<file path="config.mk">
export PLATFORM = sky130hd
export DESIGN_NAME = battery_voltage_trimmed_mean_flat
export DESIGN_NICKNAME = d
export VERILOG_FILES = /design/src/hdl/bvtm_pkg.sv /design/src/hdl/bvtm_if.sv /design/src/hdl/battery_voltage_trimmed_mean.sv /design/src/hdl/bvtm_alu.sv /design/src/hdl/bvtm_ring.sv /design/src/flat_wrapper.sv
export SDC_FILE = /design/constraint.sdc
export NUM_CORES = 1
export LEC_CHECK = 0
export BUFFER_PORTS_ARGS = -buffer_cell sky130_fd_sc_hd__buf_2
export CAP_MARGIN = 5
export CORE_ASPECT_RATIO = 0.5
export CORE_UTILIZATION = 50
export DETAILED_ROUTE_END_ITERATION = 10
export PLACE_DENSITY = 0.68
export SLEW_MARGIN = 10
export SYNTH_ARGS = -nofsm -noshare
export SYNTH_HDL_FRONTEND = slang
export SYNTH_SLANG_ARGS = --single-unit
</file>
<file path="constraint.sdc">
create_clock -name clk_i -period 5.3 [get_ports clk_i]
set_clock_uncertainty 0.1 [all_clocks]
set_input_delay 0.53 -clock clk_i [delete_from_list [all_inputs] [get_ports clk_i]]
set_output_delay 0.53 -clock clk_i [all_outputs]
set_load 0.01 [all_outputs]
</file>
<file path="src/hdl/bvtm_pkg.sv">
// package for the battery voltage trimmed mean block
// widths, reset constants and the shared unit's operation codes; no dependencies
`timescale 1ns / 1ps

package bvtm_pkg;

  localparam int unsigned DATA_W         = 16;
  localparam int unsigned RING_DEPTH_DEF = 4;
  localparam int unsigned STEP_W         = $clog2(DATA_W);

  typedef logic [DATA_W-1:0] sample_t;

  localparam sample_t INVALID_MARK   = 16'hFFFF;
  localparam sample_t FALLBACK_RESET = 16'd3800;

  typedef enum logic {
    ALU_ADD,
    ALU_SUB
  } alu_op_e;

endpackage

</file>
<file path="src/hdl/bvtm_if.sv">
// valid/ready channel interfaces for the input and result words
// depends on bvtm_pkg
`timescale 1ns / 1ps

interface bvtm_in_if import bvtm_pkg::*; ();
  logic    valid;
  logic    ready;
  sample_t first_sample;
  sample_t second_sample;

  modport source (output valid, output first_sample, output second_sample, input ready);
  modport sink (input valid, input first_sample, input second_sample, output ready);
endinterface

interface bvtm_out_if import bvtm_pkg::*; ();
  logic    valid;
  logic    ready;
  sample_t filtered_voltage;

  modport source (output valid, output filtered_voltage, input ready);
  modport sink (input valid, input filtered_voltage, output ready);
endinterface

</file>
<file path="src/hdl/battery_voltage_trimmed_mean.sv">
// Battery voltage filter. Each input word carries two millivolt readings that are written in
// turn into a ring of RING_DEPTH entries (reset to 16'hFFFF, which marks an entry invalid).
// Each word gives one filtered voltage: with the ring full of valid entries, the sum less the
// largest and smallest divided by RING_DEPTH-2; with some valid, their truncated mean; with
// none, the fallback register (reset 3800, written through cfg_we_i/cfg_data_i, which the
// user must drive only while idle; the block itself does not enforce this). All arithmetic
// goes through one shared add/subtract unit under a sequencer: the writes of both readings,
// the sum, minimum and maximum steps for each valid ring entry (an invalid one is only
// checked and skipped), for a full ring the trims of the largest and the smallest, then, when
// any entry is valid, a setup step and sixteen restoring divide steps, and last the load of
// the output register, which waits while the previous result is still held and not taken.
// A finished result waits in the output register while the next word is taken.
// depends on bvtm_pkg, bvtm_if, bvtm_alu, bvtm_ring
`timescale 1ns / 1ps

module battery_voltage_trimmed_mean import bvtm_pkg::*; #(
  parameter int unsigned RING_DEPTH = RING_DEPTH_DEF
) (
  input  logic              clk_i,
  input  logic              rst_ni,
  input  logic              cfg_we_i,
  input  logic [DATA_W-1:0] cfg_data_i,
  bvtm_in_if.sink           in_i,
  bvtm_out_if.source        out_o
);

  localparam int unsigned IDX_W = $clog2(RING_DEPTH);
  localparam int unsigned CNT_W = $clog2(RING_DEPTH + 1);
  localparam int unsigned SUM_W = DATA_W + $clog2(RING_DEPTH);

  localparam logic [IDX_W-1:0]  LAST_IDX  = IDX_W'(RING_DEPTH - 1);
  localparam logic [CNT_W-1:0]  FULL_CNT  = CNT_W'(RING_DEPTH);
  localparam logic [CNT_W-1:0]  TRIM_DIV  = CNT_W'(RING_DEPTH - 2);
  localparam logic [STEP_W-1:0] LAST_STEP = STEP_W'(DATA_W - 1);

  typedef enum logic [3:0] {
    ST_IDLE,
    ST_WR2,
    ST_ADD,
    ST_LO,
    ST_HI,
    ST_TRIM_HI,
    ST_TRIM_LO,
    ST_PREP,
    ST_DIV,
    ST_OUT
  } state_e;

  state_e            state_q;
  logic [IDX_W-1:0]  wpos_q;
  logic [IDX_W-1:0]  idx_q;
  sample_t           second_q;
  logic [SUM_W-1:0]  sum_q;
  logic [CNT_W-1:0]  cnt_q;
  sample_t           lo_q;
  sample_t           hi_q;
  logic [CNT_W-1:0]  div_q;
  logic [CNT_W-1:0]  rem_q;
  sample_t           quot_q;
  logic [STEP_W-1:0] step_q;
  sample_t           fallback_q;
  sample_t           fallback_d;
  logic              out_vld_q;
  sample_t           out_data_q;

  logic              in_acc;
  logic              ring_we;
  sample_t           ring_wdata;
  sample_t           rd_data;
  logic              rd_valid;
  alu_op_e           alu_op;
  logic [SUM_W-1:0]  alu_a;
  logic [SUM_W-1:0]  alu_b;
  logic [SUM_W-1:0]  alu_res;
  logic              alu_borrow;
  state_e            scan_next;
  logic [CNT_W-1:0]  scan_div;
  logic [IDX_W-1:0]  wpos_inc;
  logic [IDX_W-1:0]  idx_inc;

  assign in_acc     = in_i.valid & in_i.ready;
  assign in_i.ready = (state_q == ST_IDLE);
  assign out_o.valid            = out_vld_q;
  assign out_o.filtered_voltage = out_data_q;

  assign ring_we    = in_acc | (state_q == ST_WR2);
  assign ring_wdata = (state_q == ST_IDLE) ? in_i.first_sample : second_q;
  assign rd_valid   = (rd_data != INVALID_MARK);

  assign wpos_inc = (wpos_q == LAST_IDX) ? '0 : wpos_q + 1'b1;
  assign idx_inc  = idx_q + 1'b1;

  bvtm_ring #(
    .DEPTH (RING_DEPTH)
  ) u_ring (
    .clk_i     (clk_i),
    .rst_ni    (rst_ni),
    .wr_en_i   (ring_we),
    .wr_idx_i  (wpos_q),
    .wr_data_i (ring_wdata),
    .rd_idx_i  (idx_q),
    .rd_data_o (rd_data)
  );

  bvtm_alu #(
    .W (SUM_W)
  ) u_alu (
    .op_i     (alu_op),
    .a_i      (alu_a),
    .b_i      (alu_b),
    .res_o    (alu_res),
    .borrow_o (alu_borrow)
  );

  // operand selection for the shared unit
  always_comb begin
    alu_op = ALU_ADD;
    alu_a  = sum_q;
    alu_b  = '0;
    unique case (state_q)
      ST_ADD: begin
        alu_b = SUM_W'(rd_data);
      end
      ST_LO: begin
        alu_op = ALU_SUB;
        alu_a  = SUM_W'(rd_data);
        alu_b  = SUM_W'(lo_q);
      end
      ST_HI: begin
        alu_op = ALU_SUB;
        alu_a  = SUM_W'(hi_q);
        alu_b  = SUM_W'(rd_data);
      end
      ST_TRIM_HI: begin
        alu_op = ALU_SUB;
        alu_b  = SUM_W'(hi_q);
      end
      ST_TRIM_LO: begin
        alu_op = ALU_SUB;
        alu_b  = SUM_W'(lo_q);
      end
      ST_DIV: begin
        // shifted partial remainder against the divisor
        alu_op = ALU_SUB;
        alu_a  = SUM_W'({rem_q, quot_q[DATA_W-1]});
        alu_b  = SUM_W'(div_q);
      end
      default: begin
        alu_op = ALU_ADD;
      end
    endcase
  end

  // where the sequencer goes once the last entry has been scanned
  always_comb begin
    scan_div = cnt_q;
    if (cnt_q == '0) begin
      scan_next = ST_OUT;
    end else if (cnt_q == FULL_CNT) begin
      scan_next = ST_TRIM_HI;
      scan_div  = TRIM_DIV;
    end else begin
      scan_next = ST_PREP;
    end
  end

  assign fallback_d = cfg_we_i ? cfg_data_i : fallback_q;

  always_ff @(posedge clk_i or negedge rst_ni) begin
    if (!rst_ni) begin
      fallback_q <= FALLBACK_RESET;
    end else begin
      fallback_q <= fallback_d;
    end
  end

  always_ff @(posedge clk_i or negedge rst_ni) begin
    if (!rst_ni) begin
      state_q    <= ST_IDLE;
      wpos_q     <= '0;
      idx_q      <= '0;
      second_q   <= '0;
      sum_q      <= '0;
      cnt_q      <= '0;
      lo_q       <= '0;
      hi_q       <= '0;
      div_q      <= '0;
      rem_q      <= '0;
      quot_q     <= '0;
      step_q     <= '0;
      out_vld_q  <= 1'b0;
      out_data_q <= '0;
    end else begin
      // the output stage sets valid itself when it loads
      if (out_vld_q && out_o.ready && (state_q != ST_OUT)) begin
        out_vld_q <= 1'b0;
      end
      unique case (state_q)
        ST_IDLE: begin
          if (in_acc) begin
            second_q <= in_i.second_sample;
            wpos_q   <= wpos_inc;
            state_q  <= ST_WR2;
          end
        end
        ST_WR2: begin
          wpos_q  <= wpos_inc;
          idx_q   <= '0;
          sum_q   <= '0;
          cnt_q   <= '0;
          lo_q    <= INVALID_MARK;
          hi_q    <= '0;
          state_q <= ST_ADD;
        end
        ST_ADD: begin
          if (rd_valid) begin
            sum_q   <= alu_res;
            cnt_q   <= cnt_q + 1'b1;
            state_q <= ST_LO;
          end else if (idx_q == LAST_IDX) begin
            div_q   <= scan_div;
            quot_q  <= fallback_q;
            state_q <= scan_next;
          end else begin
            idx_q <= idx_inc;
          end
        end
        ST_LO: begin
          if (alu_borrow) begin
            lo_q <= rd_data;
          end
          state_q <= ST_HI;
        end
        ST_HI: begin
          if (alu_borrow) begin
            hi_q <= rd_data;
          end
          if (idx_q == LAST_IDX) begin
            div_q   <= scan_div;
            quot_q  <= fallback_q;
            state_q <= scan_next;
          end else begin
            idx_q   <= idx_inc;
            state_q <= ST_ADD;
          end
        end
        ST_TRIM_HI: begin
          sum_q   <= alu_res;
          state_q <= ST_TRIM_LO;
        end
        ST_TRIM_LO: begin
          sum_q   <= alu_res;
          state_q <= ST_PREP;
        end
        ST_PREP: begin
          // quotient fits 16 bits, so the upper part is already below the divisor
          rem_q   <= CNT_W'(sum_q >> DATA_W);
          quot_q  <= sum_q[DATA_W-1:0];
          step_q  <= '0;
          state_q <= ST_DIV;
        end
        ST_DIV: begin
          quot_q <= {quot_q[DATA_W-2:0], ~alu_borrow};
          if (alu_borrow) begin
            rem_q <= {rem_q[CNT_W-2:0], quot_q[DATA_W-1]};
          end else begin
            rem_q <= alu_res[CNT_W-1:0];
          end
          step_q <= step_q + 1'b1;
          if (step_q == LAST_STEP) begin
            state_q <= ST_OUT;
          end
        end
        ST_OUT: begin
          if (!out_vld_q || out_o.ready) begin
            out_data_q <= quot_q;
            out_vld_q  <= 1'b1;
            state_q    <= ST_IDLE;
          end
        end
        default: begin
          state_q <= ST_IDLE;
        end
      endcase
    end
  end

endmodule

</file>
<file path="src/hdl/bvtm_alu.sv">
// shared add/subtract unit, used for accumulation, compares, trims and divide steps
// depends on bvtm_pkg
`timescale 1ns / 1ps

module bvtm_alu import bvtm_pkg::*; #(
  parameter int unsigned W = 18
) (
  input  alu_op_e        op_i,
  input  logic [W-1:0]   a_i,
  input  logic [W-1:0]   b_i,
  output logic [W-1:0]   res_o,
  output logic           borrow_o
);

  logic         sub;
  logic [W-1:0] b_x;
  logic [W:0]   full;

  assign sub  = (op_i == ALU_SUB);
  assign b_x  = sub ? ~b_i : b_i;
  // single adder: subtraction as a + ~b + 1, carry out low means borrow
  assign full = {1'b0, a_i} + {1'b0, b_x} + (W+1)'(sub);

  assign res_o    = full[W-1:0];
  assign borrow_o = sub & ~full[W];

endmodule

</file>
<file path="src/hdl/bvtm_ring.sv">
// sample ring storage, one write port and one read port
// depends on bvtm_pkg
`timescale 1ns / 1ps

module bvtm_ring import bvtm_pkg::*; #(
  parameter int unsigned DEPTH = RING_DEPTH_DEF,
  localparam int unsigned IDX_W = $clog2(DEPTH)
) (
  input  logic             clk_i,
  input  logic             rst_ni,
  input  logic             wr_en_i,
  input  logic [IDX_W-1:0] wr_idx_i,
  input  sample_t          wr_data_i,
  input  logic [IDX_W-1:0] rd_idx_i,
  output sample_t          rd_data_o
);

  sample_t ring_q [DEPTH];

  always_ff @(posedge clk_i or negedge rst_ni) begin
    if (!rst_ni) begin
      for (int i = 0; i < DEPTH; i++) begin
        ring_q[i] <= INVALID_MARK;
      end
    end else if (wr_en_i) begin
      ring_q[wr_idx_i] <= wr_data_i;
    end
  end

  assign rd_data_o = ring_q[rd_idx_i];

endmodule

</file>
<file path="src/flat_wrapper.sv">
// flat-port wrapper written by rule: the top's interface ports become plain ports
module battery_voltage_trimmed_mean_flat import bvtm_pkg::*;
#(
  parameter int unsigned RING_DEPTH = RING_DEPTH_DEF
)
  (clk_i, rst_ni, cfg_we_i, cfg_data_i, in_i_valid, in_i_first_sample, in_i_second_sample, in_i_ready, out_o_valid, out_o_filtered_voltage, out_o_ready);
  bvtm_in_if in_i_i ();
  bvtm_out_if out_o_i ();
  input  logic clk_i;
  input  logic rst_ni;
  input  logic cfg_we_i;
  input  logic [DATA_W-1:0] cfg_data_i;
  input wire logic [$bits(in_i_i.valid)-1:0] in_i_valid;
  input wire logic [$bits(in_i_i.first_sample)-1:0] in_i_first_sample;
  input wire logic [$bits(in_i_i.second_sample)-1:0] in_i_second_sample;
  output wire logic [$bits(in_i_i.ready)-1:0] in_i_ready;
  output wire logic [$bits(out_o_i.valid)-1:0] out_o_valid;
  output wire logic [$bits(out_o_i.filtered_voltage)-1:0] out_o_filtered_voltage;
  input wire logic [$bits(out_o_i.ready)-1:0] out_o_ready;
  assign in_i_i.valid = in_i_valid;
  assign in_i_i.first_sample = in_i_first_sample;
  assign in_i_i.second_sample = in_i_second_sample;
  assign in_i_ready = in_i_i.ready;
  assign out_o_valid = out_o_i.valid;
  assign out_o_filtered_voltage = out_o_i.filtered_voltage;
  assign out_o_i.ready = out_o_ready;
  battery_voltage_trimmed_mean #(.RING_DEPTH(RING_DEPTH)) u_core (.clk_i(clk_i), .rst_ni(rst_ni), .cfg_we_i(cfg_we_i), .cfg_data_i(cfg_data_i), .in_i(in_i_i), .out_o(out_o_i));
endmodule
</file>
## After elaboration in Yosys (flattened, before gate mapping)

Cells that the tools add are included.

- Word-level logic and storage cells: 137
- Output and inout bits: 18
- Flip-flop bits (word level): 200

- Magnitude comparators: 3
- Reduce and logical (&&, ||, !) cells: 31
- $add $sub $neg: 6
- Eq/ne operators: 23
- Bitwise gates (word level): 8
- Muxes and demuxes: 47

Operators by type and width:

| cell | count |
|---|---|
| 16-bit case mux with 4 select lines | 2 |
| 16-bit two-way mux | 7 |
| 18-bit case mux with 3 select lines | 2 |
| 64-bit bitwise mux | 1 |
| 16-bit case mux with 2 select lines | 2 |
| 4-bit case mux with 10 select lines | 1 |
| 18-bit two-way mux | 2 |
| 16-bit binary-select mux with 2-bit select | 1 |
| 16-bit demux with 2-bit select | 1 |
| 4-bit two-way mux | 7 |
| 2-bit AND reduction | 10 |
| 18-bit by 18-bit adder with 19-bit output | 1 |
| 19-bit by 1-bit adder with 19-bit output | 1 |
| 3-bit two-way mux | 6 |
| 18-bit NOT | 1 |
| 3-bit case mux with 2 select lines | 3 |
| 4-bit by 3-bit equality test with 1-bit output, second input constant | 4 |
| 16-bit != test, second input constant | 1 |
| 4-bit equality test, second input constant | 3 |
| 2-bit nonzero test | 6 |
| 2-bit two-way mux | 5 |
| 2-bit by 1-bit != test with 1-bit output, second input constant | 5 |
| 4-bit by 2-bit equality test with 1-bit output, second input constant | 2 |
| 4-bit case mux with 2 select lines | 1 |
| other kinds (28) | 43 |

## Logic depth before layout (Yosys ltp)

Gate-level depths: netlist of the first run.

- Word-level depth: 13
- Depth in mapped cells: 19

## Modules after synthesis

Synthesis of the first run repeated with hierarchy kept, for this count alone.

- Cell total of the unflattened synthesis: 1011
- Area, all modules: 11274.6 um^2

By module, submodules not included:

| module | instances | sequential area each (um^2) | area an instance (um^2) | cells an instance |
|---|---|---|---|---|
| battery_voltage_trimmed_mean | 1 | 3412.0 | 7241.9 | 706 |
| bvtm_ring | 1 | 1681.6 | 2872.8 | 156 |
| bvtm_alu | 1 | 0.0 | 1159.9 | 149 |

## Worst setup path before layout of the first run

OpenSTA, ideal clock, no wires.

- Kind: reg2reg
- Start: register u_core.state_q[3]
- End: register u_core.hi_q[0]
- Period minus slack after synthesis: 4.114 ns
- Library setup time: 0.147 ns
- Cell stages (with the launch flop): 19
- Data required time: 5.053 ns
- Data arrival time: 3.868 ns
- Path buffers: 5
- Slack: 1.186 ns
- Cells stage by stage: dfrtp_1 > buf_2 > nor4b_1 > clkbuf_1 > nor2b_1 > clkbuf_1 > a222oi_1 > inv_1 > ha_1 > clkbuf_1 > nand4_1 > nor3_1 > nand2_1 > a31o_2 > a21oi_2 > nor4_1 > clkbuf_1 > nand2_1 > o21ai_0

- Longest elaborated chain between the ends: 11

RTL lines:

| element | line | text |
|---|---|---|
| from (decl) | battery_voltage_trimmed_mean.sv:49 | `state_e state_q;` |
| from (signal assigned) | battery_voltage_trimmed_mean.sv:223 | `state_q <= scan_next;` |
| from (signal assigned) | battery_voltage_trimmed_mean.sv:241 | `state_q <= scan_next;` |
| 4-bit by 3-bit equality test with 1-bit output (tied with other cells) | battery_voltage_trimmed_mean.sv:120 | `unique case (state_q)` |
| 2-bit OR reduction (no source line) | - |  |
| 16-bit case mux with 4 select lines | battery_voltage_trimmed_mean.sv:120 |  |
| 18-bit NOT | bvtm_alu.sv:20 | `assign b_x = sub ? ~b_i : b_i;` |
| 18-bit two-way mux | bvtm_alu.sv:20 |  |
| 18-bit by 18-bit adder with 19-bit output | bvtm_alu.sv:22 | `assign full = {1'b0, a_i} + {1'b0, b_x} + (W+1)'(sub);` |
| 19-bit by 1-bit adder with 19-bit output | bvtm_alu.sv:22 |  |
| 1-bit NOT | bvtm_alu.sv:25 | `assign borrow_o = sub & ~full[W];` |
| 1-bit bitwise AND | bvtm_alu.sv:25 |  |
| 2-bit by 1-bit != test with 1-bit output (no source line) | - |  |
| 2-bit AND reduction (no source line) | - |  |
| to (signal assigned) | battery_voltage_trimmed_mean.sv:236 | `hi_q <= rd_data;` |
| to (decl) | battery_voltage_trimmed_mean.sv:56 | `sample_t hi_q;` |

Parallel ways exist; a longest one is shown, timed or not.
A chain may end at the register's enable or synchronous reset.

## Worst setup path after layout of the first run

- Start: register u_core.state_q[3]
- End: register u_core.lo_q[2]

- Longest elaborated chain between the ends: 11

RTL lines:

| element | line | text |
|---|---|---|
| 4-bit by 3-bit equality test with 1-bit output (tied with other cells) | battery_voltage_trimmed_mean.sv:120 |  |
| 2-bit OR reduction (no source line) | - |  |
| 16-bit case mux with 4 select lines | battery_voltage_trimmed_mean.sv:120 |  |
| 18-bit NOT | bvtm_alu.sv:20 |  |
| 18-bit two-way mux | bvtm_alu.sv:20 |  |
| 18-bit by 18-bit adder with 19-bit output | bvtm_alu.sv:22 |  |
| 19-bit by 1-bit adder with 19-bit output | bvtm_alu.sv:22 |  |
| 1-bit NOT | bvtm_alu.sv:25 |  |
| 1-bit bitwise AND | bvtm_alu.sv:25 |  |
| 2-bit by 1-bit != test with 1-bit output (no source line) | - |  |
| 2-bit AND reduction (no source line) | - |  |
| to (signal assigned) | battery_voltage_trimmed_mean.sv:230 | `lo_q <= rd_data;` |
| to (decl) | battery_voltage_trimmed_mean.sv:55 | `sample_t lo_q;` |

Parallel ways exist; a longest one is shown, timed or not.

==> results of run 1 <==
==> layer usage <==
| metal | vias to the layer above | GRT usage [%] | wire (microns) |
|---|---|---|---|
| li1 | 3748 | - | - |
| met1 | 3787 | 38.3 | 12300 |
| met2 | 242 | 32.9 | 9940 |
| met3 | 21 | 3.81 | 1520 |
| met4 | 0 | 6.40 | 265 |
| met5 | - | 0 | 0 |
==> state kept, by name, indices dropped and copies added, names as in the netlist <==
name and count:
u_core.step_q 4, u_core.out_o.filtered_voltage 16, u_core.div_q 3, u_core.idx_q 2, u_core.u_ring.ring_q 64, u_core.fallback_q 16, u_core.state_q 4, u_core.sum_q 18
u_core.lo_q 16, u_core.quot_q 16, u_core.second_q 16, u_core.rem_q 3, u_core.cnt_q 3, u_core.out_o.valid 1, u_core.hi_q 16, u_core.wpos_q 2
==> final timing paths <==
| path | from | endpoint | slack [ns] |
|---|---|---|---|
| worst min register to register | u_core.u_ring.ring_q[61] | u_core.u_ring.ring_q[61] | 0.38 |
| min in group clk_i | in_i_second_sample[4] | u_core.second_q[4] | 0.22 |
| max in group asynchronous | rst_ni | u_core.hi_q[12] | 3.82 |
| worst max-delay path | u_core.state_q[3] | u_core.lo_q[2] | 0.54 |
| worst min-delay path | rst_ni | u_core.wpos_q[1] | 0.09 |
| worst max register to register | u_core.state_q[3] | u_core.lo_q[2] | 0.54 |
==> power by group <==
group	total, mW	internal [mW]	switching [mW]
Sequential	2.90	2.35	0.548
Combinational	4.48	1.82	2.66
Clock	1.30	0.702	0.596
==> area by class of cell <==
type / count / area (sq um) / share of cell area, %
Tap cell: 266 / 333 / 2.90
Timing Repair Buffer: 89 / 502 / 4.37
Inverter: 29 / 109 / 0.947
Clock buffer: 22 / 475 / 4.14
Multi-Input combinational cell: 720 / 4870 / 42.4
Sequential cell: 200 / 5090 / 44.3
Clock inverter: 10 / 111 / 0.969
==> metrics by stage <==
| step | util, % | instances | power, mW |
|---|---|---|---|
| finish | 58.0 | 1336 | 8.68 |
| floorplan | - | 1016 | 6.14 |
| detailed placement | 55.0 | 1304 | 7.34 |
| CTS | 58.0 | 1336 | 8.69 |
| global route | 58.0 | 1336 | 9.39 |
| global placement | 55.0 | 1304 | 7.27 |
==> cell usage after synthesis (5+ instances only) <==
cell and number:
a211oi_1 5, a21o_1 6, a21oi_1 43, a222oi_1 30
a22o_1 25, and2_1 5, buf_2 8, clkbuf_1 55
dfrtp_1 129, dfstp_2 71, ha_1 25, inv_1 28
mux2_2 50, mux2i_1 37, mux4_2 16, nand2_1 186
nand2b_1 5, nand3_1 8, nand4_1 8, nor2_1 43
nor2b_1 6, nor3_1 8, o21ai_0 130, o21ai_1 13
xnor2_1 9, xor2_1 9
==> kinds of logic after synthesis <==
group | synth area share (%)
multiplexers | 12.5
buffers and inverters | 3.68
XOR/XNOR | 1.53
AO/OA/AOI/OAI | 17.3
AND/OR/NAND/NOR | 12.3
flip-flops | 49.4
adder cells (fa/ha/maj) | 3.23
==> cell usage in the layout (no fill, tap or decap), types with 4 or more instances in the layout <==
master | netlist | routed
inv_1 | 28 | 28
nor2b_1 | 6 | 6
ha_1 | 25 | 25
xor2_1 | 9 | 9
a222oi_1 | 30 | 30
nand3_1 | 8 | 8
dfrtp_1 | 129 | 129
mux2_2 | 50 | 50
nand4_1 | 8 | 8
o21ai_0 | 130 | 129
nor3_1 | 8 | 7
xnor2_1 | 9 | 9
a22o_1 | 25 | 25
nand2b_1 | 5 | 5
o21bai_1 | 4 | 4
and2_1 | 5 | 5
buf_2 | 8 | 69
a21oi_1 | 43 | 43
a211oi_1 | 5 | 5
o21ai_1 | 13 | 14
mux4_2 | 16 | 16
mux2i_1 | 37 | 37
nor2_1 | 43 | 43
buf_4 | 0 | 19
nand2_1 | 186 | 186
a21o_1 | 6 | 6
a31oi_1 | 4 | 4
dfstp_2 | 71 | 71
nor4_2 | 1 | 4
clkbuf_16 | 0 | 18
==> impl_metrics.csv, run 1 <==
group,metric,value,unit
timing,finalHoldViolations,0,
timing,fin_crit_sh,89.8,%
clock_tree,cts_buffers,17,
worst_setup_path,crit_chain,"nand2b_1 > nor2_1 > buf_4 > a222oi_1 > mux2i_1 > ha_1 > nand4_1 > nor3_1 > nand2_1 > a31o_2 > a21oi_2 > nor4_2 > buf_4 > nor3_1 > a21oi_1",
synthesis,ys.flop_type,"dfrtp_1",
worst_setup_path,rr_worst_depth,15,
timing,slew_viol_final,0,
synthesis,syn_inst,1016,
clock_tree,htreeDepth,4,
worst_setup_path,cp.depth,15,
synthesis,ys_seq_elements,200,
die,design.die.area,21200,sq um
clock_tree,cts_tree,"done",
power_and_ir_drop,ir_worst_vdd,0.316,mV
clock_tree,clockBufferDepth,2,
final_layout,fill_cells,1757,
global_routing,grt-ovfl-total,0,
synthesis,async_reset_ff_share,100,%
place,pre_cts_ws,0.703,ns
job,maxCapViolCount,0,
global_routing,antenna_found_initial,0,
place,dpl_cell_area,10900,sq um
route,dr.first_iter.drc_count,740,
timing,tns,0,ns
route,avgRoutedWirePerCell,18.0,microns
route,antenna_left,0,
timing,setup_viol,0,
synthesis,yosysUniqueCellTypes,63,
worst_setup_path,critical-path-max-stage-delay,0.82,ns
die,core-area,19800,sq um
die,initial_utilization,52.0,%
synthesis,yosys_warnings,0,
worst_setup_path,cp.arrival,4.97,ns
synthesis,syn_nets,1095,
place,port_buffers,70,
synthesis,synth_largest_area_cell,"dfrtp_1",
synthesis,synthTopCellsByArea,"dfrtp_1 31%, dfstp_2 18%, nand2_1 6.8%",
power_and_ir_drop,leakagePower,5.09,nW
die,die_h,104,microns
worst_setup_path,required,5.51,ns
final_layout,syn2layout_area_growth,11.5,%
global_routing,grt_pass1_vias,7422,
synthesis,synth_top_area_share,31.3,%
worst_setup_path,crit_path_end_kind,"flip-flop",
final_layout,final_area,11500,sq um
route,drt-total-wl,24100,microns
route,vias,7798,
global_routing,gr-usage-all-layers,23.9,%
clock_tree,cts_sinks,200,
power_and_ir_drop,cellPowerDensity,755,nW/um^2
synthesis,netlist_area,10300,sq um
synthesis,synth-edff-count,0,
clock_tree,clk_latency,0.44,ns
worst_setup_path,crit_type,"reg -> reg",
place,gp_congestion,0.878,
worst_setup_path,cp_max_fo,32,
die,ios,71,
timing,layout_setup_ws,0.540,ns
clock_tree,clock-root-buffer,"clkbuf_16",
place,dp_hpwl,17000,microns
die,rows,36,
worst_setup_path,cp_num_buf_inv,2,
worst_setup_path,crit_family,"compound AO/OA/AOI/OAI gates",
final_layout,layout-drive-gt1-share,25.1,%
die,die_w,205,microns
global_routing,grt_pass1_wl,39700,microns
synthesis,synth.avg_cell_area,10.1,sq um
timing,fmax,210,MHz
hold_path,hp-class,"in -> async",
timing,worst_pin_slew,0.990,ns
clock_tree,path_clk_slew,0.07,ns
clock_tree,postCtsSetupRepairBufs,0,
final_layout,num_antenna_cells,0,
route,first_pass_iters,8,
route,drc,0,
route,viasPerCell,5.84,
outcome,status,"complete, no violations",
timing,max_slew_margin,33.9,%
clock_tree,hold_buffers,0,
final_layout,fin_nets,1136,
timing,timing.hold.ws,0.0937,ns
timing,rsz0062_at_grt,"no",
timing,layout_min_cycle_time,4.76,ns
global_routing,grt_max_degree,119,
clock_tree,cts-resized-gates,0,
synthesis,yosysSeqAreaShare,49.4,%
worst_setup_path,critPathLaunchType,"flip-flop",
worst_setup_path,cpMaxStageDelayCell,"dfrtp_1",
Power figures use the tool's default switching activity.
==> inputs of run 2 (changes only) <==
- ABC_AREA: unset -> 1
- ABC_CLOCK_PERIOD_IN_PS: unset -> 5300
==> impl_metrics.csv, run 2 <==
group,metric,value,unit
synthesis,yosysUniqueCellTypes,53,
timing,finalHoldViolations,0,
synthesis,synth.avg_cell_area,8.59,sq um
die,rows,37,
final_layout,largest_register_ffs,64,
route,dr.first_iter.drc_count,891,
outcome,status,"complete, no violations",
final_layout,layout-drive-gt1-share,21.5,%
place,place_inst,1592,
place,gp_congestion,0.951,
worst_setup_path,cp_max_fo,18,
route,viasPerCell,5.53,
synthesis,yosys_warnings,0,
clock_tree,cts-resized-gates,0,
timing,tns,0,ns
synthesis,synth.most_common_cell,"nand2_1",
final_layout,top_regs,"u_core.u_ring.ring_q (64), u_core.sum_q (18)",
worst_setup_path,critPathLaunchType,"flip-flop",
synthesis,synth-edff-count,0,
clock_tree,cts_tree,"done",
synthesis,async_reset_ff_share,100,%
synthesis,netlist_area,11000,sq um
final_layout,final_common_cell,"nand2_1",
route,avgRoutedWirePerCell,16.7,microns
worst_setup_path,cp.arrival,4.60,ns
synthesis,syn_inst,1276,
global_routing,antenna_found_initial,0,
place,dp_hpwl,19200,microns
global_routing,grt_max_degree,98,
route,drc,0,
clock_tree,cts_buffers,17,
job,maxCapViolCount,0,
clock_tree,clk_latency,0.45,ns
clock_tree,clock-root-buffer,"clkbuf_16",
global_routing,grt_pass1_vias,8578,
worst_setup_path,required,5.53,ns
final_layout,instances_no_fill,1624,
timing,fin_crit_sh,82.5,%
route,drt-total-wl,27200,microns
worst_setup_path,r2r_setup_slack,0.93,ns
timing,max_slew_margin,27.5,%
global_routing,grt_pass1_wl,45100,microns
final_layout,regMostFlops,"u_core.u_ring.ring_q",
final_layout,num_antenna_cells,0,
synthesis,synthTopCellsByArea,"dfrtp_1 29%, dfstp_2 17%, nand2_1 7.2%",
worst_setup_path,crit_path_frequent_cell,"nand2_1",
worst_setup_path,timing.rr.start,"u_core.idx_q[1]",
timing,rsz0062_at_grt,"no",
worst_setup_path,crit_path_end_kind,"flip-flop",
final_layout,syn2layout_area_growth,9.78,%
final_layout,fill_cells,1959,
global_routing,gr-usage-all-layers,25.7,%
die,die_h,107,microns
timing,fmax,229,MHz
clock_tree,hold_buffers,0,
synthesis,ys_top_cells_by_count,"209 x nand2_1, 136 x inv_1, 131 x nor2_1, 129 x dfrtp_1, 120 x o21ai_0",
die,initial_utilization,52.2,%
synthesis,synth_largest_area_cell,"dfrtp_1",
final_layout,fin_nets,1398,
place,port_buffers,70,
hold_path,hp-class,"in -> async",
clock_tree,cts_sinks,200,
clock_tree,path_clk_slew,0.07,ns
route,first_pass_iters,7,
timing,slew_viol_final,0,
clock_tree,htreeDepth,4,
worst_setup_path,r2r-end,"u_core.sum_q[12]",
worst_setup_path,cpMaxStageDelayCell,"dfrtp_1",
die,design.die.area,22600,sq um
timing,layout_min_cycle_time,4.37,ns
synthesis,yosysSeqAreaShare,46.5,%
clock_tree,postCtsSetupRepairBufs,0,
synthesis,synth_top_area_share,29.4,%
final_layout,final_cell_mix,"209 x nand2_1, 136 x inv_1, 131 x nor2_1",
clock_tree,clockBufferDepth,2,
worst_setup_path,rr_worst_depth,17,
die,core-area,21000,sq um
timing,setup_viol,0,
synthesis,ys_seq_elements,200,
synthesis,syn_nets,1355,
global_routing,grt-ovfl-total,0,
worst_setup_path,crit_type,"reg -> reg",
timing,worst_pin_slew,1.08,ns
route,vias,8986,
synthesis,ys.flop_type,"dfrtp_1",
worst_setup_path,crit_chain,"inv_4 > a21oi_1 > o21ai_0 > and2_1 > inv_1 > nor2_1 > a2111oi_0 > a21oi_1 > fa_1 > nand3_1 > nand2_1 > a31oi_1 > o21ai_0 > nand2_1 > nand2_1 > xnor2_1 > o22ai_2",
die,die_w,211,microns
route,antenna_left,0,
die,ios,71,
worst_setup_path,critical-path-max-stage-delay,0.83,ns
## run 2: changes by cell type after synthesis, sizes merged, moves of 37 or more
cell   before  now
a31oi       4   69
inv        29  148
mux2i      37    0
nand3       8   58
nor2       43  140
## run 2: worst max path at each step
| stage | startpoint | to | slack (ns) |
|---|---|---|---|
| 6_report | u_core.idx_q[1] | u_core.sum_q[12] | 0.93 |
| 5_1_grt | u_core.state_q[2] | u_core.lo_q[4] | 0.51 |
| 4_1_cts | u_core.idx_q[1] | u_core.sum_q[12] | 1.02 |
| 3_5_place_dp | u_core.idx_q[1] | u_core.sum_q[14] | 1.07 |
| 3_3_place_gp | u_core.state_q[0] | u_core.sum_q[12] | 0.84 |
| 2_1_floorplan | u_core.state_q[0] | u_core.lo_q[11] | 1.96 |
## run 2: logic make-up (layout without fill, tap and decap cells)
kind of cell / Yosys count / count (layout) / synth area share, %
adders and majority gates: 26 / 26 / 3.04
buffers and inverters: 207 / 263 / 8.38
AOI/OAI and AO/OA: 366 / 366 / 21.4
xor gates and xnor gates: 23 / 23 / 1.84
and+or+nand+nor: 438 / 438 / 17.3
DFF: 200 / 200 / 46.5
muxes: 16 / 16 / 1.64
## run 2: layout make-up
type / count / area, sq um / area share (%)
Clock buffer: 22 / 484 / 4.02
Clock inverter: 10 / 129 / 1.07
Inverter: 150 / 571 / 4.74
Multi-Input combinational cell: 869 / 4950 / 41.1
Sequential cell: 200 / 5090 / 42.3
Tap cell: 292 / 365 / 3.04
Timing Repair Buffer: 81 / 442 / 3.67
## run 2: worst max-delay path: cells and delay by family, from the launching register on
family          cells  cell delay, ns
flops               1            0.83
fa+ha+maj           1            0.50
buf+inv             2            0.36
compound gates      7            1.60
simple gates        6            0.62
xor+xnor            1            0.23
## run 2: metrics by stage
| stage | hold WS (ns) | util (%) | area, sq um | setup WS (ns) |
|---|---|---|---|---|
| 3_3_place_gp | 0.362 | 54.3 | 11400 | 0.837 |
| 5_1_grt | 0.102 | 57.3 | 12000 | 0.513 |
| 4_1_cts | 0.0595 | 57.3 | 12000 | 1.02 |
| 3_5_place_dp | 0.363 | 54.3 | 11400 | 1.07 |
| 6_report | 0.00179 | 57.3 | 12000 | 0.925 |
| 2_1_floorplan | 0.134 | - | 11000 | 1.96 |
## run 2: layer usage
layer	GRT usage (%)	vias up	routed length, microns
met5	0	-	0
met4	7.19	0	323
met3	4.45	24	1480
met2	38.0	255	11800
met1	38.4	4290	13600
li1	-	4417	-
Power of run 2 is left out: the tool's default activity adds up to more than one toggle a clock period on the data nets, which glitch-free logic cannot reach.
